`config.mk`:
```
export PLATFORM = sky130hd
export DESIGN_NAME = crs_mul
export DESIGN_NICKNAME = d
export VERILOG_FILES = /design/src/hw/rtl/catmull_rom_segment_sampler_unit_defines.svh /design/src/hw/rtl/crs_pkg.sv /design/src/hw/rtl/crs_mul.sv
export SDC_FILE = /design/constraint.sdc
export NUM_CORES = 2
export LEC_CHECK = 0
export BUFFER_PORTS_ARGS = -buffer_cell sky130_fd_sc_hd__buf_2
export CAP_MARGIN = 30
export CORE_UTILIZATION = 30
export DETAILED_ROUTE_END_ITERATION = 7
export PLACE_DENSITY_LB_ADDON = 0.15
export SYNTH_ARGS = -nofsm -noshare
export SYNTH_HDL_FRONTEND = slang
export SYNTH_SLANG_ARGS = --single-unit
```
`constraint.sdc`:
```
create_clock -name clock -period 21 [get_ports clock]
set_input_delay 3.15 -clock clock [delete_from_list [all_inputs] [get_ports clock]]
set_output_delay 3.15 -clock clock [all_outputs]
set_load 0.01 [all_outputs]
```
`src/hw/rtl/catmull_rom_segment_sampler_unit_defines.svh`:
```
// assertion macros for the segment sampler
`ifndef CATMULL_ROM_SEGMENT_SAMPLER_UNIT_DEFINES_SVH
`define CATMULL_ROM_SEGMENT_SAMPLER_UNIT_DEFINES_SVH

// expr must never be true outside reset
`define CRS_ASSERT_NEVER(lbl, clk, rst, expr) \
   lbl: assert property (@(posedge clk) disable iff (rst) !(expr)) \
      else $error("crs check failed");

// ante in a cycle implies cons in the next cycle
`define CRS_ASSERT_NEXT(lbl, clk, rst, ante, cons) \
   lbl: assert property (@(posedge clk) disable iff (rst) (ante) |=> (cons)) \
      else $error("crs check failed");

// ante implies cons in the same cycle
`define CRS_ASSERT_IMPLY(lbl, clk, rst, ante, cons) \
   lbl: assert property (@(posedge clk) disable iff (rst) (ante) |-> (cons)) \
      else $error("crs check failed");

`endif

```
`src/hw/rtl/crs_pkg.sv`:
```
// shared constants and codes of the segment sampler
package crs_pkg;
   localparam int STEPS       = 20;
   localparam int FRAC_BITS   = 16;
   localparam int RATIO_BITS  = 22;
   localparam int KW          = 6;
   localparam int TW          = 40;
   localparam logic [63:0] RATIO_LIMIT = 64'd1 << 29;

   localparam logic [1:0] MODE_UNIFORM     = 2'd0;
   localparam logic [1:0] MODE_CENTRIPETAL = 2'd1;
endpackage

```
`src/hw/rtl/crs_mul.sv`:
```
// shared signed multiplier with registered product
module crs_mul import crs_pkg::*; (
   input  logic               clock,
   input  logic signed [33:0] a,
   input  logic signed [33:0] b,
   output logic signed [67:0] prod
);
   logic signed [67:0] prod_ff;
   logic signed [67:0] prod_in;

   assign prod_in = a * b;
   assign prod    = prod_ff;

   always_ff @(posedge clock) begin
      prod_ff <= prod_in;
   end
endmodule

```
==> results by group <==
Timing
  – RSZ-0062 raised after global routing: false
  – WHS: 3.27 ns
  – Worst slew pin tran: ~1.1 ns
  – Final min period: around 11 ns
  – Final Hold Vio Count: 0
  – Fmax: about 89 MHz
  – Final setup fails: 0
  – Slew HR: between 20 and 30%
  – Post-route setup TNS: 0 ns
  – Pins Over Slew Limit: 0
  – Final period util: 53.7%

Clock tree
  – # hold bufs at CTS: 0
  – H-tree levels: 3
  – Post-cts resize count: 0
  – Worst-path clk slew: around 0.07 ns
  – CTS root buffer: clkbuf_16
  – Clock Tree Buf Depth: 2
  – Sinks on Clock Net: slightly below 70
  – CTS tree: yes
  – Num CTS Buffers: 9
  – Setup Fix Bufs, Post-CTS: 0

Finish
  – Area grow syn2layout: 6.84%
  – Finished Core Util: 32.5%
  – Layout cell share with drive strength beyond 1: roughly 5.2%
  – Most frequent cells in the layout: 1241 x fa_1, 1235 x inv_1, 625 x and2_1
  – Most common cell after layout, fill and taps aside: fa_1
  – Largest register FFs: just under 70
  – Net total in the final layout: about 6000

Synthesis
  – Yosys warns: 0
  – Syn Std Cell Area: between 40000 and 50000 sq um
  – Gate Count Post-Synth: about 4600
  – Mapped Nets: between 6000 and 7000
  – Top_reg_cell synth: dfxtp_1
  – FF+latch count, synth: 68
  – Syn Area/Cell: between 9 and 10 sq um
  – Asr flop ratio synth: 0%
  – Post-synth EDFFs: 0
  – Register area share after synthesis: ~3.2%
  – Synth cell types: 73

Route
  – Detailed Route Iter0 Violations: 1448
  – Final wirelength: approximately 140000 um
  – Avg WL per Cell: about 21 um
  – First drt pass iteration count: 6
  – Via density: around 4.6
  – Final ANT Viol Nets: 0
  – Drc violations: 0
  – Via count of the routed design: approximately 30000

Placed design
  – Hpwl dp: about 110000 um
  – Final RePlAce weighted congestion: roughly 0.85
  – PortBufs: between 100 and 150

Worst setup path
  – Critical Path End Type: flip-flop
  – Arrival time at the worst endpoint: approximately 12 ns
  – Crit path max fanout: 34
  – Cell mode on critical path: fa_1
  – Critical-path top delay cell: a22oi_1
  – Startpoint Class: input port
  – Critical Path Max Stage Delay: just under 0.8 ns
  – Critical path class: in2reg
  – Critical path data required time: ~21 ns

Floorplan
  – Die area: about 150000 sq um
  – Initial Utilization: a little under a third
  – I/O Pins: around 140
  – Core region area: 142000 sq um
  – Chip height: 381 um
  – Row cnt: around 140
  – Die Wd: ~380 um

Worst hold path
  – Worst Hold Class: in2reg

Outcome
  – Outcome: finished clean

GRT
  – Global-route wire length before repair: roughly 210000 um
  – Overflow after GRT: 0
  – Initial antenna violation count: 14
  – Largest net degree at the start of global routing: 35
  – Total GRT Usage: between 10% and 20%
  – Vias in the first global route: ~33000

Run
  – MaxCap Viol Count: 0
-- logic make-up after synthesis --
family / after synthesis / synth area share (%)
and+or+nand+nor: 1310 / 15.5
adders and majority gates: 1445 / 63.5
xor gates and xnor gates: 77 / 1.56
DFF: 68 / 3.15
AOI/OAI and AO/OA: 211 / 3.41
buffers and inverters: 1467 / 12.9
-- Yosys cell counts (3+ instances only) --
master | n | area, sq um
nand3_1 | 8 | 40.0
o211ai_1 | 8 | 60.1
a21oi_1 | 54 | 270
o21bai_1 | 13 | 97.6
clkbuf_1 | 216 | 811
a21oi_2 | 4 | 35.0
a21o_1 | 37 | 278
o21ai_2 | 4 | 35.0
buf_6 | 5 | 56.3
a31oi_1 | 7 | 43.8
nand4_1 | 14 | 87.6
nand2b_1 | 14 | 87.6
xor2_1 | 20 | 175
and2_1 | 625 | 3910
dfxtp_1 | 68 | 1360
or3_1 | 3 | 18.8
xnor2_1 | 57 | 499
o21ai_1 | 7 | 35.0
nor2_1 | 53 | 199
o21a_1 | 6 | 45.0
buf_2 | 7 | 35.0
a2111oi_2 | 3 | 45.0
nand2_1 | 550 | 2060
nor4_1 | 4 | 25.0
a211o_1 | 3 | 26.3
nor2b_1 | 7 | 43.8
inv_1 | 1235 | 4640
ha_1 | 204 | 2550
nor3_1 | 10 | 50.1
and3_1 | 9 | 56.3
o21ai_0 | 27 | 135
a211oi_1 | 7 | 52.6
fa_1 | 1241 | 24800
-- final cells by class --
cell class	instances	area, sq um
diodes	7	17.5
clock buffers	9	225
clock inverters	7	76.3
fillers	15000	96000
inverters	1236	4640
multi-input cells	3043	36300
flip-flops and latches	68	1360
well taps	1890	2360
repair buffers	192	1170
-- path summary, 6_finish.rpt --
kind,startpoint,end,cells after the start,slack [ns]
worst max-delay path,a[18],prod[66],26,9.72
worst min-delay path,a[0],prod[0],2,3.27
-- critical path: cells and delay by family --
family          cells  cell delay [ns]
simple gates        2             0.39
buf+inv             6             1.00
fa+ha+maj           9             4.43
compound gates      9             2.55
-- per-layer routing --
layer | wire length (um) | vias up | share of wire (%) | global-route usage [%]
li1 | - | 12800 | - | -
met1 | 59200 | 15900 | 44 | 26.2
met2 | 68300 | 489 | 50 | 33.9
met3 | 4840 | 117 | 3.6 | 2.23
met4 | 3360 | 12 | 2.5 | 4.83
met5 | 75 | - | 0.055 | 0
-- metrics by stage --
| stage | instances | setup WS, ns | area, sq um |
|---|---|---|---|
| floorplan | 4578 | 10.47 | 43200 |
| global placement | 6421 | 8.89 | 45700 |
| detailed placement | 6425 | 9.27 | 45700 |
| CTS | 6441 | 9.70 | 46000 |
| global route | 6445 | 9.14 | 46100 |
| finish | 6452 | 9.72 | 46100 |
Power is left out: the tool's default activity adds up to more than one toggle a clock period on the data nets, which glitch-free logic cannot reach.
