## src/hw/rtl/catmull_rom_segment_sampler_unit_defines.svh

```systemverilog
// assertion macros for the segment sampler
`ifndef CATMULL_ROM_SEGMENT_SAMPLER_UNIT_DEFINES_SVH
`define CATMULL_ROM_SEGMENT_SAMPLER_UNIT_DEFINES_SVH

// expr must never be true outside reset
`define CRS_ASSERT_NEVER(lbl, clk, rst, expr) \
   lbl: assert property (@(posedge clk) disable iff (rst) !(expr)) \
      else $error("crs check failed");

// ante in a cycle implies cons in the next cycle
`define CRS_ASSERT_NEXT(lbl, clk, rst, ante, cons) \
   lbl: assert property (@(posedge clk) disable iff (rst) (ante) |=> (cons)) \
      else $error("crs check failed");

// ante implies cons in the same cycle
`define CRS_ASSERT_IMPLY(lbl, clk, rst, ante, cons) \
   lbl: assert property (@(posedge clk) disable iff (rst) (ante) |-> (cons)) \
      else $error("crs check failed");

`endif

```

## src/hw/rtl/crs_pkg.sv

```systemverilog
// shared constants and codes of the segment sampler
package crs_pkg;
   localparam int STEPS       = 20;
   localparam int FRAC_BITS   = 16;
   localparam int RATIO_BITS  = 22;
   localparam int KW          = 6;
   localparam int TW          = 40;
   localparam logic [63:0] RATIO_LIMIT = 64'd1 << 29;

   localparam logic [1:0] MODE_UNIFORM     = 2'd0;
   localparam logic [1:0] MODE_CENTRIPETAL = 2'd1;
endpackage

```

## src/hw/rtl/crs_sqrt.sv

```systemverilog
// bit-serial integer square root, two radicand bits per cycle
module crs_sqrt import crs_pkg::*; (
   input  logic        clock,
   input  logic        reset,
   input  logic        start,
   input  logic [63:0] op,
   output logic        busy,
   output logic [31:0] root
);
   logic [63:0] v_ff, v_in, res_ff, res_in, bit_ff, bit_in;
   logic [63:0] trial;

   assign busy  = (bit_ff != 64'd0);
   assign root  = res_ff[31:0];
   assign trial = res_ff + bit_ff;

   always_comb begin
      v_in   = v_ff;
      res_in = res_ff;
      bit_in = bit_ff;
      if (start) begin
         v_in   = op;
         res_in = 64'd0;
         bit_in = 64'd1 << 62;
      end else if (busy) begin
         if (v_ff >= trial) begin
            v_in   = v_ff - trial;
            res_in = (res_ff >> 1) + bit_ff;
         end else begin
            res_in = res_ff >> 1;
         end
         bit_in = bit_ff >> 2;
      end
   end

   always_ff @(posedge clock) begin
      if (reset) begin
         bit_ff <= 64'd0;
      end else begin
         bit_ff <= bit_in;
      end
      v_ff   <= v_in;
      res_ff <= res_in;
   end
endmodule

```

## config.mk

```make
export PLATFORM = sky130hd
export DESIGN_NAME = crs_sqrt
export DESIGN_NICKNAME = d
export VERILOG_FILES = /design/src/hw/rtl/catmull_rom_segment_sampler_unit_defines.svh /design/src/hw/rtl/crs_pkg.sv /design/src/hw/rtl/crs_sqrt.sv
export SDC_FILE = /design/constraint.sdc
export NUM_CORES = 1
export LEC_CHECK = 0
export BUFFER_PORTS_ARGS = -buffer_cell sky130_fd_sc_hd__buf_2
export CORE_MARGIN = 5
export CORE_UTILIZATION = 50
export CTS_CLUSTER_SIZE = 14
export DETAILED_ROUTE_END_ITERATION = 16
export PLACE_DENSITY = 0.68
export SYNTH_ARGS = -nofsm -noshare
export SYNTH_HDL_FRONTEND = slang
export SYNTH_SLANG_ARGS = --single-unit
```

## constraint.sdc

```tcl
create_clock -name clock -period 20.8 [get_ports clock]
set_input_delay 2.08 -clock clock [delete_from_list [all_inputs] [get_ports clock]]
set_output_delay 2.08 -clock clock [all_outputs]
set_load 0.02 [all_outputs]
```

==> results.txt <==
The starting density of the core came out at 0.506. The filler cells instantiated in the layout total ~2.9k. The worst slew margin relative to its limit is 0.219. The via count of the first global-routing pass is 13.7k.

The core footprint came out at about 0.03 mm2. The required time reported for the critical path endpoint is approximately 21 ns. The leakage power figure came out at around 6.5 nW. The final critical delay including setup and external delays is 7.00 ns.

The post-route cell area is approximately 0.016 mm2. The H-tree depth is 4. The slew at the pin with the worst max-slew slack came out at 1.17 ns. The clock edge transition at the registers on the reported setup and hold paths is roughly 0.07 ns.

The max-capacitance violation count is 0. The initial antenna violation count is 0. The clock reaches the later pin of the worst-skew pair after about 0.45 ns. The maximum ir drop on the vdd rail came out at approximately 0.060 mV. The number of input and output port buffers inserted is between 90 and 100. The endpoint class of the critical path is a flop.

The final-report max-slew violation count was 0. Buffers inserted to repair hold after CTS numbered 0. The number of different library cells in the post-synthesis netlist came out at 87.

The flow ran to the end, and the final reports show no timing, DRC or antenna violations. The area of placed instances came out at ~0.015 mm2. The area taken by flip-flops and latches came out at between 0.003 and 0.004 mm2. Data on the critical path arrives at its endpoint at 7.07 ns. The combined global-route utilization of all metal layers is 0.262.

The critical path class is reg -> reg. The flip-flop cell with the highest count after synthesis is sky130_fd_sc_hd__dfxtp_1. The async set-or-reset flop fraction in the synthesized netlist is 0. The number of design-rule violations left by the first detailed-router iteration came out at between 1k and 1.5k. In the final routed layout, each cell accounts on average for between 15 and 20 um. Counting every net in the synthesized netlist gives 2104. The tree is rooted in a sky130_fd_sc_hd__clkbuf_16. The clock passes through at most 2 buffers. The first global-routing pass estimated just over 70000 um of wire. For this run, the post-layout net count is around 2.1k.

The cell count after synthesis came out at approximately 1.9k. The maximum clock frequency came out at 143 MHz. The clock skew came out at ~0.013 ns.

Each instance of the synthesized netlist takes up on average around 7.9 um2. The final wirelength came out at approximately 45000 um. The number of clock sinks is 160.

Setup repair after global routing left no endpoint under its margin. The highest net fanout along the worst path is 64. The total inserted antenna cells came out at 0.

The utilization of the core after routing came out at 0.538. The path class of the tightest hold or removal check is reg -> reg. The total DRC errors in the routed layout is 0. Counting flops with a built-in enable in the synthesized netlist gives 64.

In the finished design, the share of the clock period the worst path needs comes to 0.337. The area taken by multi-input logic gates is just over 0.01 mm2. The number of clock buffers inserted by TritonCTS came out at 17.

The worst setup path is launched from a flop. The number of vias per cell after detailed routing is 6.24. The floorplan die area is between 0.03 and 0.04 mm2. The sequential share of the synthesized area came out at 0.257. For this design the ratio of total power to cell area is 95.6 mW/mm2. For this run, global-route usage on met3 was measured as 0.0379. After global routing, the most crowded layer is met2. The global routing usage on met1 came out at 0.350.

The largest net degree at the start of global routing came out at a little over 100. TritonCTS built the clock tree. The die span in y came out at about 180 um. The slack of the critical path is roughly 14 ns. The horizontal extent of the die came out at approximately 180 um. The synthesis warning total came out at 0. In this run the post-CTS setup repair buffer count came out at 0. The growth of design area from synthesis to finish is 6.46%.

The global route total overflow is 0. The share of final-layout standard cells stronger than drive strength 1 came out at 0.105. The boundary pin count came out at 100. Along the worst hold path, the cell count comes to 1. The final-layout worst hold slack came out at around 0.52 ns. The total number of vias is between 10k and 15k. The detail route stage leaves a number of antenna-violating nets equal to 0. The routability congestion estimate from global placement is 1.02. The post-synth design cell area is 0.0150 mm2.

The HPWL reported at the end of detailed placement is ~34000 um. The total number of placement rows came out at 63. Measured in cells, the most critical reg-to-reg path has a length of 23.

The total of flip-flops plus latches after synthesis is 160. For the final routed database, the setup TNS stands at 0 ns. The hold violation count in the final report is 0. The number of cells upsized or downsized after cts came out at 0. The total setup violations reported at the end of the flow is 0.

The number of detailed-routing iterations run before antenna repair came out at 5. OpenSTA, run right after detailed placement, puts the worst setup slack at around 14 ns. The met2 usage in global routing is 0.435.
per-stage QoR:
step	instances	power [mW]
6_report	2293	1.52
3_3_place_gp	2261	1.18
3_5_place_dp	2261	1.18
2_1_floorplan	1906	1.01
5_1_grt	2293	1.63
4_1_cts	2293	1.52
routing by layer:
metal	vias to the layer above	share of wire
met2	509	0.47
met1	6730	0.45
met4	0	0.031
met5	-	0
met3	86	0.057
li1	6989	-
synth_stat cells (all sizes together) (29+ instances only):
| master | count | share of area |
|---|---|---|
| ha | 130 | 0.11 |
| and3 | 48 | 0.020 |
| o21bai | 29 | 0.015 |
| dfxtp | 96 | 0.13 |
| xnor2 | 77 | 0.045 |
| edfxtp | 64 | 0.13 |
| o21ai | 177 | 0.059 |
| inv | 38 | 0.0095 |
| nor2 | 158 | 0.040 |
| a31oi | 63 | 0.027 |
| nor3 | 42 | 0.014 |
| a211oi | 36 | 0.018 |
| a21o | 51 | 0.026 |
| buf | 54 | 0.025 |
| nand4 | 46 | 0.020 |
| xor2 | 80 | 0.047 |
| nand2 | 225 | 0.056 |
| a21oi | 107 | 0.036 |
| clkbuf | 90 | 0.023 |
path summary, 6_finish.rpt:
check	startpoint	slack (ns)	end
max	res_ff[4]	13.80	v_ff[56]
min	bit_ff[8]	0.52	bit_ff[6]
max reg2reg	res_ff[4]	13.80	v_ff[56]
min reg2reg	bit_ff[8]	0.52	bit_ff[6]
cells by family (layout without fill, tap and decap cells):
group | count (synthesis) | count (layout) | synth area share
AO/OA/AOI/OAI | 600 | 600 | 0.262
buffers and inverters | 182 | 179 | 0.0567
adder cells (fa/ha/maj) | 131 | 131 | 0.110
XOR/XNOR | 157 | 157 | 0.0918
flip-flops | 160 | 160 | 0.257
AND/OR/NAND/NOR | 659 | 659 | 0.211
multiplexers | 17 | 17 | 0.0118
registers in the layout (all words and copies together) (netlist names):
| register | cells |
|---|---|
| bit_ff | 32 |
| res_ff | 64 |
| v_ff | 64 |
cell usage in the layout, fill, tap and decap left out, types with 64 or more instances in the layout:
master / instances
sky130_fd_sc_hd__dfxtp_1: 96
sky130_fd_sc_hd__nor2_1: 156
sky130_fd_sc_hd__xnor2_1: 77
sky130_fd_sc_hd__nand2_1: 224
sky130_fd_sc_hd__ha_1: 130
sky130_fd_sc_hd__edfxtp_1: 64
sky130_fd_sc_hd__o21ai_0: 164
sky130_fd_sc_hd__a21oi_1: 105
sky130_fd_sc_hd__buf_2: 98
sky130_fd_sc_hd__xor2_1: 80
area by class of cell:
type / instances / area share
clock inverters: 14 / 0.00886
clock buffers: 18 / 0.0282
multi-input cells: 1564 / 0.646
repair buffers: 109 / 0.0359
flip-flops and latches: 160 / 0.241
well taps: 390 / 0.0306
inverters: 38 / 0.00894
power by group:
group | leakage (nW) | internal, mW | total, mW | switching [mW]
clock | 0.290 | 0.176 | 0.333 | 0.157
sequential | 1.42 | 0.398 | 0.438 | 0.0401
combinational | 4.75 | 0.289 | 0.753 | 0.464
total | 6.46 | 0.863 | 1.52 | 0.662
critical path, stage by stage (launching register included):
cell	delay, ns
sky130_fd_sc_hd__dfxtp_1	0.39
sky130_fd_sc_hd__ha_1	0.36
sky130_fd_sc_hd__a21oi_1	0.13
sky130_fd_sc_hd__o21bai_1	0.25
sky130_fd_sc_hd__a31o_2	0.32
sky130_fd_sc_hd__a21oi_2	0.12
sky130_fd_sc_hd__o31ai_1	0.59
sky130_fd_sc_hd__a21o_1	0.33
sky130_fd_sc_hd__a21oi_1	0.13
sky130_fd_sc_hd__o31ai_1	0.33
sky130_fd_sc_hd__a21oi_1	0.14
sky130_fd_sc_hd__xor2_1	0.16
sky130_fd_sc_hd__ha_1	0.44
sky130_fd_sc_hd__nand4_2	0.18
sky130_fd_sc_hd__or2_1	0.26
sky130_fd_sc_hd__or4_4	0.51
sky130_fd_sc_hd__nor4_4	0.25
sky130_fd_sc_hd__a221oi_2	0.11
sky130_fd_sc_hd__o211ai_2	0.10
sky130_fd_sc_hd__a31oi_4	0.04
sky130_fd_sc_hd__buf_4	0.26
sky130_fd_sc_hd__or2_2	0.35
sky130_fd_sc_hd__nand2_2	0.07
sky130_fd_sc_hd__buf_4	0.62
(Power assumes the default switching activity.)
