[src/hw/rtl/catmull_rom_segment_sampler_unit_defines.svh]
// assertion macros for the segment sampler
`ifndef CATMULL_ROM_SEGMENT_SAMPLER_UNIT_DEFINES_SVH
`define CATMULL_ROM_SEGMENT_SAMPLER_UNIT_DEFINES_SVH

// expr must never be true outside reset
`define CRS_ASSERT_NEVER(lbl, clk, rst, expr) \
   lbl: assert property (@(posedge clk) disable iff (rst) !(expr)) \
      else $error("crs check failed");

// ante in a cycle implies cons in the next cycle
`define CRS_ASSERT_NEXT(lbl, clk, rst, ante, cons) \
   lbl: assert property (@(posedge clk) disable iff (rst) (ante) |=> (cons)) \
      else $error("crs check failed");

// ante implies cons in the same cycle
`define CRS_ASSERT_IMPLY(lbl, clk, rst, ante, cons) \
   lbl: assert property (@(posedge clk) disable iff (rst) (ante) |-> (cons)) \
      else $error("crs check failed");

`endif

[src/hw/rtl/crs_pkg.sv]
// shared constants and codes of the segment sampler
package crs_pkg;
   localparam int STEPS       = 20;
   localparam int FRAC_BITS   = 16;
   localparam int RATIO_BITS  = 22;
   localparam int KW          = 6;
   localparam int TW          = 40;
   localparam logic [63:0] RATIO_LIMIT = 64'd1 << 29;

   localparam logic [1:0] MODE_UNIFORM     = 2'd0;
   localparam logic [1:0] MODE_CENTRIPETAL = 2'd1;
endpackage

[src/hw/rtl/crs_div.sv]
// restoring divider, one quotient bit per cycle
module crs_div import crs_pkg::*; (
   input  logic          clock,
   input  logic          reset,
   input  logic          start,
   input  logic [63:0]   dividend,
   input  logic [TW-1:0] divisor,
   output logic          busy,
   output logic [63:0]   quotient
);
   logic [TW-1:0] rem_ff, rem_in, den_ff, den_in;
   logic [63:0]   quo_ff, quo_in;
   logic [6:0]    cnt_ff, cnt_in;
   logic [TW:0]   r2;

   assign busy     = (cnt_ff != 7'd0);
   assign quotient = quo_ff;
   assign r2       = {rem_ff, quo_ff[63]};

   always_comb begin
      rem_in = rem_ff;
      den_in = den_ff;
      quo_in = quo_ff;
      cnt_in = cnt_ff;
      if (start) begin
         rem_in = '0;
         den_in = divisor;
         quo_in = dividend;
         cnt_in = 7'd64;
      end else if (busy) begin
         if (r2 >= {1'b0, den_ff}) begin
            rem_in = TW'(r2 - {1'b0, den_ff});
            quo_in = {quo_ff[62:0], 1'b1};
         end else begin
            rem_in = r2[TW-1:0];
            quo_in = {quo_ff[62:0], 1'b0};
         end
         cnt_in = cnt_ff - 7'd1;
      end
   end

   always_ff @(posedge clock) begin
      if (reset) begin
         cnt_ff <= 7'd0;
      end else begin
         cnt_ff <= cnt_in;
      end
      rem_ff <= rem_in;
      den_ff <= den_in;
      quo_ff <= quo_in;
   end
endmodule

[config.mk]
export PLATFORM = sky130hd
export DESIGN_NAME = crs_div
export DESIGN_NICKNAME = d
export VERILOG_FILES = /design/src/hw/rtl/catmull_rom_segment_sampler_unit_defines.svh /design/src/hw/rtl/crs_pkg.sv /design/src/hw/rtl/crs_div.sv
export SDC_FILE = /design/constraint.sdc
export NUM_CORES = 1
export LEC_CHECK = 0
export ABC_AREA = 1
export BUFFER_PORTS_ARGS = -buffer_cell sky130_fd_sc_hd__clkbuf_2
export CAP_MARGIN = 20
export CELL_PAD_IN_SITES_DETAIL_PLACEMENT = 0
export CELL_PAD_IN_SITES_GLOBAL_PLACEMENT = 1
export CORE_ASPECT_RATIO = 2
export CORE_MARGIN = 1
export CORE_UTILIZATION = 44
export CTS_CLUSTER_SIZE = 40
export DETAILED_ROUTE_END_ITERATION = 16
export HOLD_SLACK_MARGIN = 0.02
export PLACE_DENSITY_LB_ADDON = 0.1
export SLEW_MARGIN = 0
export SYNTH_ARGS = -nofsm -noshare
export SYNTH_HDL_FRONTEND = slang
export SYNTH_SLANG_ARGS = --single-unit
[constraint.sdc]
create_clock -name clock -period 7.45 [get_ports clock]
set_input_delay 1.49 -clock clock [delete_from_list [all_inputs] [get_ports clock]]
set_output_delay 1.49 -clock clock [all_outputs]
set_load 0.02 [all_outputs]
==> results of run 1 <==
## report_power, final
| part | internal, mW | switching (mW) | leakage (nW) | total, mW |
|---|---|---|---|---|
| logic | 0.178 | 0.406 | 4.32 | 0.584 |
| registers | 1.06 | 0.0710 | 1.45 | 1.13 |
| clock network | 0.496 | 0.358 | 0.280 | 0.854 |
## layout make-up
class                           count  share of cell area [%]
Multi-Input combinational cell    929                   39.59
Sequential cell                   151                   36.61
Timing Repair Buffer              176                   8.071
Inverter                          221                   7.485
Clock buffer                       18                   3.867
Clock inverter                     14                   1.341
Tap cell                          269                   3.032
## critical path: cells and delay by family (launching register included)
family                     cells  cell delay (ps)
adders and majority gates      1              200
buffers and inverters          4              460
DFF                            1              300
and+or+nand+nor                3              470
## path summary, 6_finish.rpt
| check | end | startpoint | cells past startpoint |
|---|---|---|---|
| worst max-delay path | busy | cnt_ff[0]$_SDFFE_PP0P_ | 8 |
| worst min-delay path | rem_ff[26]$_SDFFE_PP0P_ | rem_ff[26]$_SDFFE_PP0P_ | 2 |
| worst max register to register | quotient[47]$_DFFE_PP_ | cnt_ff[0]$_SDFFE_PP0P_ | 10 |
| worst min register to register | rem_ff[26]$_SDFFE_PP0P_ | rem_ff[26]$_SDFFE_PP0P_ | 2 |
## sequential cells by signal, summed over array words and instances, names as in the netlist
name      flops
quotient     64
den_ff       40
rem_ff       40
cnt_ff        7
## cell families after synthesis
family          after synthesis
xor+xnor                     25
compound gates               67
simple gates                795
flops                       151
fa+ha+maj                    42
buf+inv                     254
## metal layers
layer / vias up / GRT usage (%)
li1: 4445 / -
met1: 3787 / 23.26
met2: 219 / 47.22
met3: 77 / 5.124
met4: 0 / 15.90
met5: - / 0
## stage by stage
step	power [mW]	utilization, %	instance area [um2]	hold WS (ps)
after floorplan	1.513	-	9473	441.6
final	2.569	52.80	11100	467.3
after global routing	2.700	52.80	11100	489.3
after detailed placement	1.737	50.05	10520	458.0
after CTS	2.603	52.80	11100	470.6
after global placement	1.733	50.05	10520	454.9
## cells in the final DEF, fill, tap and decap left out, types with 2 or more instances in the layout
cell type,n
nor2_2,9
nand3_1,93
clkinvlp_4,2
xor2_1,2
bufinv_16,2
inv_2,4
clkbuf_2,170
clkbuf_16,17
nand3b_1,20
or2_2,2
o21ai_1,19
clkinv_1,2
a21oi_1,29
nand2_2,2
nor2_4,3
o21bai_1,2
nor3_1,3
buf_4,6
a21o_1,2
a21oi_2,2
nand4_1,4
inv_1,215
and2_1,2
inv_6,2
nand2_1,583
nand3_2,2
clkinv_2,4
xnor2_1,23
ha_1,41
nand2_4,2
edfxtp_1,104
clkinv_4,3
dfxtp_1,47
nor2_1,70
o21ai_0,9
==> results.py, run 1 <==
metrics = {
    "critical_path": {
        "criticalPathCategory": "register to output pin",
        "cp_max_fo": 5,
        "path_common_cell": "inv_1",
        "cp_slowest_stage_delay_ps": 300,
        "critPathLaunchType": "register",
        "worst-endpoint-arrival_ps": 1870,
        "cp.required_ps": 5960,
        "slowest_stage": "dfxtp_1",
        "endpoint_kind": "output pin",
        "regToRegSetupSlack_ps": 4220,
        "worstPathCellList": "inv_1, ha_1, nand2_1, nor3_1, inv_1, nor2_2, inv_2, clkbuf_2",
    },
    "yosys": {
        "synth_area_leaders": "edfxtp_1 33%, nand2_1 23%, dfxtp_1 9.9%",
        "yosysTopAreaCell": "edfxtp_1",
        "syn_area_mm2": 0.009473,
        "synth_top_family_by_area": "simple AND/OR/NAND/NOR gates",
        "synth-compound-area-share_pct": 3.857,
        "ys_warn_count": 0,
        "synth.net_count": 1483,
        "yosysMostFrequentCell": "nand2_1",
        "async_flop_share_pct": 0,
        "syn_inst": 1334,
        "synth-seq-cells": 151,
        "synth_edf_count": 104,
        "synth-xor-area-share_pct": 2.311,
        "synth_top_cells_by_count": "583 x nand2_1, 216 x inv_1, 104 x edfxtp_1",
        "synth-simple-area-share_pct": 34.57,
        "seq_area_frac_synth_pct": 42.90,
        "synthMuxAreaShare_pct": 0,
        "synthAdderAreaFrac_pct": 5.627,
        "syn_area_per_cell_um2": 7.101,
        "yosys_most_used_dff": "edfxtp_1",
        "ys_types": 37,
        "synth_top_area_share_pct": 32.97,
    },
    "global_routing": {
        "antenna_found_initial": 0,
        "grt_max_degree": 67,
        "gr-total-overflow": 0,
        "first_global_vias": 8608,
        "grt_util_all_layers_pct": 24.74,
        "grt_pass1_wl_um": 42010,
    },
    "final_layout": {
        "drive_above_1_share_pct": 15.51,
        "antenna-diode-count": 0,
        "final_cell_count_no_fill": 1778,
        "synthToLayoutAreaGrowth_pct": 17.17,
        "final_nets": 1645,
        "multi_input_area_mm2": 0.004394,
        "fill_cells": 2251,
        "seq_area_mm2": 0.004064,
    },
    "timing": {
        "slew-limit-headroom_pct": 43.36,
        "final_hold_viol_count": 0,
        "setup_viol": 0,
        "fin_tns_setup_ps": 0,
        "worstMarginPinSlew_ps": 849.7,
        "finClkSkew_ps": 14.43,
        "finalCritPeriodShare_pct": 45.10,
        "timing.fmax_mhz": 297.6,
        "rsz0062_at_grt": "false",
        "maxSlewViolCount": 0,
        "fin_crit_ps": 3360,
        "setup_slack_ps": 4090,
    },
    "clocking": {
        "cts_setup_buffers": 0,
        "cts_tree": "built",
        "clkSinkCount": 151,
        "insertion_delay_ps": 430,
        "clkTransAtPathRegs_ps": 60,
        "ctsResizeCount": 0,
        "cts_root_buf": "clkbuf_16",
        "htree_levels": 4,
        "cts_buffers": 17,
        "clockBufferDepth": 2,
        "ctsHoldBuffers": 0,
    },
    "drt": {
        "ant_nets": 0,
        "post_drt_via_cell_ratio": 4.796,
        "wirelength_um": 26080,
        "dr_wl_met3_um": 1180,
        "dr.pass1.iters": 4,
        "wl_per_cell_um": 14.67,
        "drt-met1-wl_um": 9242,
        "dr_wl_met2_um": 14090,
        "drcViolationCount": 0,
        "drtIter0Drc": 292,
        "via_count": 8528,
        "top_layer": "met4",
    },
    "job": {
        "max-cap-violations": 0,
    },
    "power": {
        "peakVddDrop_mv": 0.2076,
        "p_leak_nw": 6.055,
        "power_density_mw_per_mm2": 231.4,
    },
    "floorplan": {
        "die_area_mm2": 0.02216,
        "die_height_um": 209.5,
        "core_area_mm2": 0.02102,
        "core.rowCount": 75,
        "initial_core_util_pct": 45.07,
        "die_w_um": 105.8,
        "pin_count": 172,
    },
    "hold_path": {
        "holdCritPathClass": "register to register",
    },
    "outcome": {
        "outcome": "finished, final reports clean",
    },
    "placement": {
        "numPortBuffers": 171,
        "placed_cells": 1746,
        "post-dp-hpwl_um": 20410,
        "dp_slack_ps": 3680,
        "gp_congestion": 0.9078,
    },
}
Power figures use the tool's default switching activity.
==> inputs of run 2 (changes only) <==
--- a/config.mk
+++ b/config.mk
@@ -12,7 +12,7 @@
 export CELL_PAD_IN_SITES_GLOBAL_PLACEMENT = 1
 export CORE_ASPECT_RATIO = 2
 export CORE_MARGIN = 1
-export CORE_UTILIZATION = 44
+export CORE_UTILIZATION = 41
 export CTS_CLUSTER_SIZE = 40
 export DETAILED_ROUTE_END_ITERATION = 16
 export HOLD_SLACK_MARGIN = 0.02
==> constraint.sdc (replaced) <==
create_clock -name clock -period 3.3 [get_ports clock]
set_input_delay 0.66 -clock clock [delete_from_list [all_inputs] [get_ports clock]]
set_output_delay 0.66 -clock clock [all_outputs]
set_load 0.02 [all_outputs]
==> run 2 against run 1 <==
Net effect: via count down 0.50%; critical endpoint is now rem_ff[35]$_SDFFE_PP0P_; wire length up 7.3%; clock power up 140%; non-clock buffer count up 10; sequential power up 120%; die area up 7.2%.
==> results.py, run 2 (synthesized netlist as in run 1, its figures left out) <==
metrics = {
    "hold_path": {
        "holdCritPathClass": "input pin to register",
        "hp-start": "reset",
    },
    "timing": {
        "rsz0062_at_grt": "false",
        "worstMarginPinSlew_ps": 757.6,
        "final_hold_viol_count": 0,
        "fin_crit_ps": 2768,
        "setup_viol": 0,
        "finalCritPeriodShare_pct": 83.89,
        "fin_hold_ws_ps": 389.9,
        "fin_tns_setup_ps": 0,
        "finClkSkew_ps": 9.364,
        "maxSlewViolCount": 0,
        "timing.fmax_mhz": 361.2,
        "slew-limit-headroom_pct": 49.50,
    },
    "drt": {
        "ant_nets": 0,
        "dr_wl_met3_um": 1179,
        "drtIter0Drc": 412,
        "top_layer": "met4",
        "drcViolationCount": 0,
        "post_drt_via_cell_ratio": 4.717,
        "wirelength_um": 27980,
        "wl_per_cell_um": 15.55,
        "via_count": 8485,
        "dr_wl_met2_um": 15260,
        "dr.pass1.iters": 4,
        "drt-met1-wl_um": 9880,
    },
    "final_layout": {
        "mostFrequentLayoutCell": "nand2_1",
        "final_nets": 1655,
        "synthToLayoutAreaGrowth_pct": 18.61,
        "largest_register_ffs": 64,
        "antenna-diode-count": 0,
        "fill_cells": 2386,
        "drive_above_1_share_pct": 16.00,
        "final_cell_mix": "583 x nand2_1, 215 x inv_1, 170 x clkbuf_2",
    },
    "floorplan": {
        "die_height_um": 217.0,
        "initial_core_util_pct": 41.84,
        "die_w_um": 109.5,
        "core_area_mm2": 0.02264,
        "die_area_mm2": 0.02375,
        "core.rowCount": 78,
        "pin_count": 172,
    },
    "clocking": {
        "htree_levels": 4,
        "insertion_delay_ps": 440,
        "clkSinkCount": 151,
        "ctsResizeCount": 0,
        "cts_buffers": 17,
        "ctsHoldBuffers": 0,
        "cts_root_buf": "clkbuf_16",
        "clockBufferDepth": 2,
        "cts_tree": "built",
        "clkTransAtPathRegs_ps": 60,
        "cts_setup_buffers": 0,
    },
    "global_routing": {
        "grt_max_degree": 73,
        "first_global_vias": 8660,
        "antenna_found_initial": 0,
        "gr-total-overflow": 0,
        "grt_pass1_wl_um": 43800,
        "grt_util_all_layers_pct": 24.94,
    },
    "critical_path": {
        "cp-startpoint": "den_ff[19]$_DFFE_PP_",
        "criticalPathCategory": "register to register",
        "path_common_cell": "nand2_1",
        "cp_max_fo": 40,
        "worstPathCellList": "inv_1, ha_1, nand2_1, nor2_1, nand2_1, nor2_1, nand2_1, nand3_2, nand2_4, nand2_4, buf_4, nand3_1, nand2_1, nand2_1",
        "endpoint_kind": "register",
        "regToRegSetupSlack_ps": 530,
        "slowest_stage": "buf_4",
        "cp.required_ps": 3640,
        "reg2reg_from": "den_ff[19]$_DFFE_PP_",
        "cp_slowest_stage_delay_ps": 390,
        "worst-endpoint-arrival_ps": 3110,
        "critPathLaunchType": "register",
    },
    "job": {
        "max-cap-violations": 0,
    },
    "placement": {
        "gp_congestion": 1.001,
        "post-dp-hpwl_um": 22170,
        "numPortBuffers": 171,
    },
    "outcome": {
        "outcome": "finished, final reports clean",
    },
    "power": {
        "power_density_mw_per_mm2": 528.1,
        "peakVddDrop_mv": 0.4205,
        "report.power.total_mw": 5.933,
        "p_leak_nw": 6.133,
    },
}
## run 2: cell types whose count changed in the layout (fill, tap and decap cells not counted), moves of 2 or more
cell,previous run,this run
buf_4,6,15
clkbuf_16,17,20
clkbuf_1,1,3
clkbuf_8,0,2
clkinv_2,4,2
clkinv_4,3,1
clkinvlp_4,2,0
## run 2: final timing paths
check | endpoint | cells after the start
setup / recovery | rem_ff[35]$_SDFFE_PP0P_ | 14
setup reg to reg | rem_ff[35]$_SDFFE_PP0P_ | 14
hold reg to reg | cnt_ff[6]$_SDFFE_PP0P_ | 2
hold / removal | cnt_ff[6]$_SDFFE_PP0P_ | 2
## run 2: routing by layer
metal	up-vias	GRT usage, %
met5	-	0
met4	0	15.60
met3	73	5.451
met2	207	47.32
met1	3741	23.13
li1	4464	-
## run 2: area by class of cell
| cell class | count | area [um2] | area share (%) |
|---|---|---|---|
| clock buffers | 25 | 539.3 | 4.800 |
| clock inverters | 7 | 75.07 | 0.6682 |
| inverters | 221 | 829.5 | 7.383 |
| multi-input cells | 929 | 4394 | 39.11 |
| flip-flops and latches | 151 | 4064 | 36.17 |
| well taps | 280 | 350.3 | 3.118 |
| repair buffers | 186 | 983.4 | 8.753 |
## run 2: power breakdown
group / switching [mW] / internal [mW] / total (mW)
registers: 0.154 / 2.39 / 2.54
logic: 0.931 / 0.424 / 1.35
clock network: 0.814 / 1.22 / 2.03
total: 1.90 / 4.03 / 5.93
## run 2: stage by stage
stage / util, % / instances / area (um2) / worst slack (ps)
after floorplan: - / 1334 / 9473 / 877.4
after global placement: 46.91 / 1767 / 10620 / 481.5
after detailed placement: 46.91 / 1767 / 10620 / 474.4
after CTS: 49.62 / 1799 / 11240 / 454.0
after global routing: 49.62 / 1799 / 11240 / 301.1
final: 49.62 / 1799 / 11240 / 531.6
## run 2: worst max-delay path, delay by kind of cell, from the launching register on
kind                       cells  cell delay [ps]
and+or+nand+nor               11             1530
buffers and inverters          2              440
adders and majority gates      1              340
DFF                            1              320
==> inputs of run 3 (changes only) <==
--- a/config.mk
+++ b/config.mk
@@ -5,14 +5,14 @@
 export SDC_FILE = /design/constraint.sdc
 export NUM_CORES = 1
 export LEC_CHECK = 0
-export ABC_AREA = 1
+export ABC_AREA = 0
 export BUFFER_PORTS_ARGS = -buffer_cell sky130_fd_sc_hd__clkbuf_2
 export CAP_MARGIN = 20
 export CELL_PAD_IN_SITES_DETAIL_PLACEMENT = 0
 export CELL_PAD_IN_SITES_GLOBAL_PLACEMENT = 1
 export CORE_ASPECT_RATIO = 2
 export CORE_MARGIN = 1
-export CORE_UTILIZATION = 41
+export CORE_UTILIZATION = 43
 export CTS_CLUSTER_SIZE = 40
 export DETAILED_ROUTE_END_ITERATION = 16
 export HOLD_SLACK_MARGIN = 0.02
==> constraint.sdc (replaced) <==
create_clock -name clock -period 2.8 [get_ports clock]
set_input_delay 0.56 -clock clock [delete_from_list [all_inputs] [get_ports clock]]
set_output_delay 0.56 -clock clock [all_outputs]
set_load 0.02 [all_outputs]
==> run 3 against run 2 <==
Net effect: the flow now finishes with violations (setup timing); hold slack worse by 95 ps; largest power group is now combinational cells; sequential cell count stayed put; non-clock buffer count is 113 higher; critical path depth is 1 higher; combinational power grew to 5.1 times the previous value; via count is 16% lower; sequential share of layout area is 1.6 points lower.
==> results.py, run 3 <==
metrics = {
    "yosys": {
        "synth.net_count": 933,
        "async_flop_share_pct": 0,
        "synth_top_area_share_pct": 37.09,
        "ys_types": 71,
        "yosys_most_used_dff": "edfxtp_1",
        "seq_area_frac_synth_pct": 48.26,
        "yosysMostFrequentCell": "edfxtp_1",
        "syn_area_mm2": 0.008421,
        "synth_top_cells_by_count": "104 x edfxtp_1, 68 x nor2_1, 65 x mux2_2",
        "synth_area_leaders": "edfxtp_1 37%, dfxtp_1 11%, mux2_2 8.7%",
        "yosysTopAreaCell": "edfxtp_1",
        "ys_warn_count": 0,
        "synth-seq-cells": 151,
        "synth_edf_count": 104,
        "syn_area_per_cell_um2": 10.74,
        "syn_inst": 784,
    },
    "final_layout": {
        "largest_register_ffs": 64,
        "antenna-diode-count": 0,
        "mostFrequentLayoutCell": "clkbuf_2",
        "final_cell_count_no_fill": 1335,
        "fill_cells": 1658,
        "post-route-util_pct": 61.10,
        "design_area_mm2": 0.01178,
        "final_cell_mix": "170 x clkbuf_2, 109 x buf_4, 104 x edfxtp_1",
        "final_nets": 1212,
        "drive_above_1_share_pct": 47.30,
        "synthToLayoutAreaGrowth_pct": 39.90,
    },
    "clocking": {
        "clkSinkCount": 151,
        "cts_tree": "built",
        "cts_buffers": 17,
        "insertion_delay_ps": 440,
        "clkTransAtPathRegs_ps": 70,
        "cts_root_buf": "clkbuf_16",
        "htree_levels": 4,
        "clockBufferDepth": 2,
    },
    "global_routing": {
        "first_global_vias": 7420,
        "grt_util_all_layers_pct": 23.46,
        "grt_max_degree": 58,
        "antenna_found_initial": 0,
        "grt_pass1_wl_um": 35980,
        "gr-total-overflow": 0,
    },
    "drt": {
        "wirelength_um": 23470,
        "post_drt_via_cell_ratio": 5.336,
        "wl_per_cell_um": 17.58,
        "dr.pass1.iters": 5,
        "via_count": 7123,
        "drtIter0Drc": 262,
        "ant_nets": 0,
        "drcViolationCount": 0,
    },
    "placement": {
        "postPlaceCellArea_mm2": 0.01019,
        "numPortBuffers": 171,
        "post-dp-hpwl_um": 16830,
        "placed_cells": 1264,
        "gp_congestion": 0.8822,
    },
    "critical_path": {
        "cp_max_fo": 8,
        "criticalPathCategory": "register to register",
        "worst-endpoint-arrival_ps": 3350,
        "endpoint_kind": "register",
        "critPathLaunchType": "register",
        "cp.required_ps": 3140,
    },
    "timing": {
        "fin_tns_setup_ps": -3133,
        "setup_slack_ps": -208.6,
        "final_hold_viol_count": 0,
        "worstMarginPinSlew_ps": 519.3,
        "setup_viol": 35,
        "slew-limit-headroom_pct": 65.38,
        "maxSlewViolCount": 0,
        "finalCritPeriodShare_pct": 107.4,
        "fin_crit_ps": 3009,
        "finClkSkew_ps": 10.98,
        "rsz0062_at_grt": "true",
        "timing.fmax_mhz": 332.4,
    },
    "floorplan": {
        "die_height_um": 199.9,
        "pin_count": 172,
        "initial_core_util_pct": 43.68,
        "die_w_um": 101.0,
        "core_area_mm2": 0.01928,
        "die_area_mm2": 0.02018,
        "core.rowCount": 72,
    },
    "job": {
        "max-cap-violations": 0,
    },
    "power": {
        "power_density_mw_per_mm2": 1093,
        "p_leak_nw": 4.993,
        "peakVddDrop_mv": 0.5881,
        "report.power.total_mw": 12.87,
    },
    "outcome": {
        "violations": "setup timing",
        "outcome": "finished with violations",
    },
    "hold_path": {
        "holdCritPathClass": "input pin to register",
    },
}
==> run 3: changes by cell type in the layout (fill, tap and decap cells not counted), moves of 14 or more <==
cell,delta
buf_4,+94
nand3_1,-88
nand2_1,-539
nand3b_1,-18
ha_1,-18
ha_4,+15
mux2_2,+64
inv_1,-164
a211oi_1,+14
==> run 3: through the flow <==
stage | hold WS [ps] | setup slack [ps]
6_report | 295.3 | -208.6
5_1_grt | 278.7 | -327.7
4_1_cts | 276.0 | -102.6
3_5_place_dp | 463.5 | -337.8
3_3_place_gp | 463.8 | -219.4
2_1_floorplan | 439.1 | -50.09
==> run 3: layer usage <==
layer / routed length [um] / up-vias / global-route usage [%]
met3: 922 / 52 / 4.735
met1: 8193 / 3435 / 22.64
met5: 0 / - / 0
met2: 13420 / 208 / 45.00
met4: 932 / 0 / 13.63
li1: - / 3428 / -
==> run 3: path summary, 6_finish.rpt <==
check | startpoint | slack (ps) | depth (start not counted) | end
setup / recovery | den_ff[1]$_DFFE_PP_ | -210 | 15 | rem_ff[37]$_SDFFE_PP0P_
hold / removal | divisor[34] | 300 | 1 | den_ff[34]$_DFFE_PP_
setup reg to reg | den_ff[1]$_DFFE_PP_ | -210 | 15 | rem_ff[37]$_SDFFE_PP0P_
hold reg to reg | rem_ff[16]$_SDFFE_PP0P_ | 490 | 2 | rem_ff[16]$_SDFFE_PP0P_
==> run 3: power by group <==
group | internal [mW] | switching, mW
sequential | 3.18 | 0.465
clock | 1.41 | 0.988
combinational | 3.12 | 3.70
total | 7.72 | 5.16
==> run 3: logic make-up (layout without fill, tap and decap cells) <==
logic type | count (synthesis) | in the layout | synth area share [%]
compound gates | 196 | 196 | 16.23
simple gates | 188 | 188 | 10.94
flops | 151 | 151 | 48.26
buf+inv | 96 | 388 | 4.636
mux | 74 | 74 | 9.762
fa+ha+maj | 42 | 42 | 6.330
xor+xnor | 37 | 37 | 3.848
==> run 3: area by class of cell <==
cell class,count,area [um2],share of cell area [%]
flip-flops and latches,151,4066,34.52
repair buffers,299,2008,17.05
inverters,57,219.0,1.859
clock inverters,13,167.7,1.423
clock buffers,19,432.9,3.675
multi-input cells,537,4562,38.73
well taps,259,324.1,2.751
==> run 3: what timing repair did <==
item                                   in CTS  in global routing
pin swaps                                  36                 38
gates cloned                                2                  2
setup endpoints to repair                  42                 42
gates resized for setup                    72                 75
endpoints found under the hold margin       0                  0
hold buffers                                0                  0
setup buffers                              20                 21
==> run 3: critical path, cell delays in order (launching register included) <==
cell,delay [ps]
edfxtp_1,400
inv_2,90
ha_4,200
nor2b_4,120
o211a_1,260
a2111oi_4,220
buf_4,160
o21a_1,160
a211oi_2,110
nor4b_4,310
nor2_4,120
buf_6,150
buf_12,140
buf_4,130
mux2i_1,100
a211oi_1,240
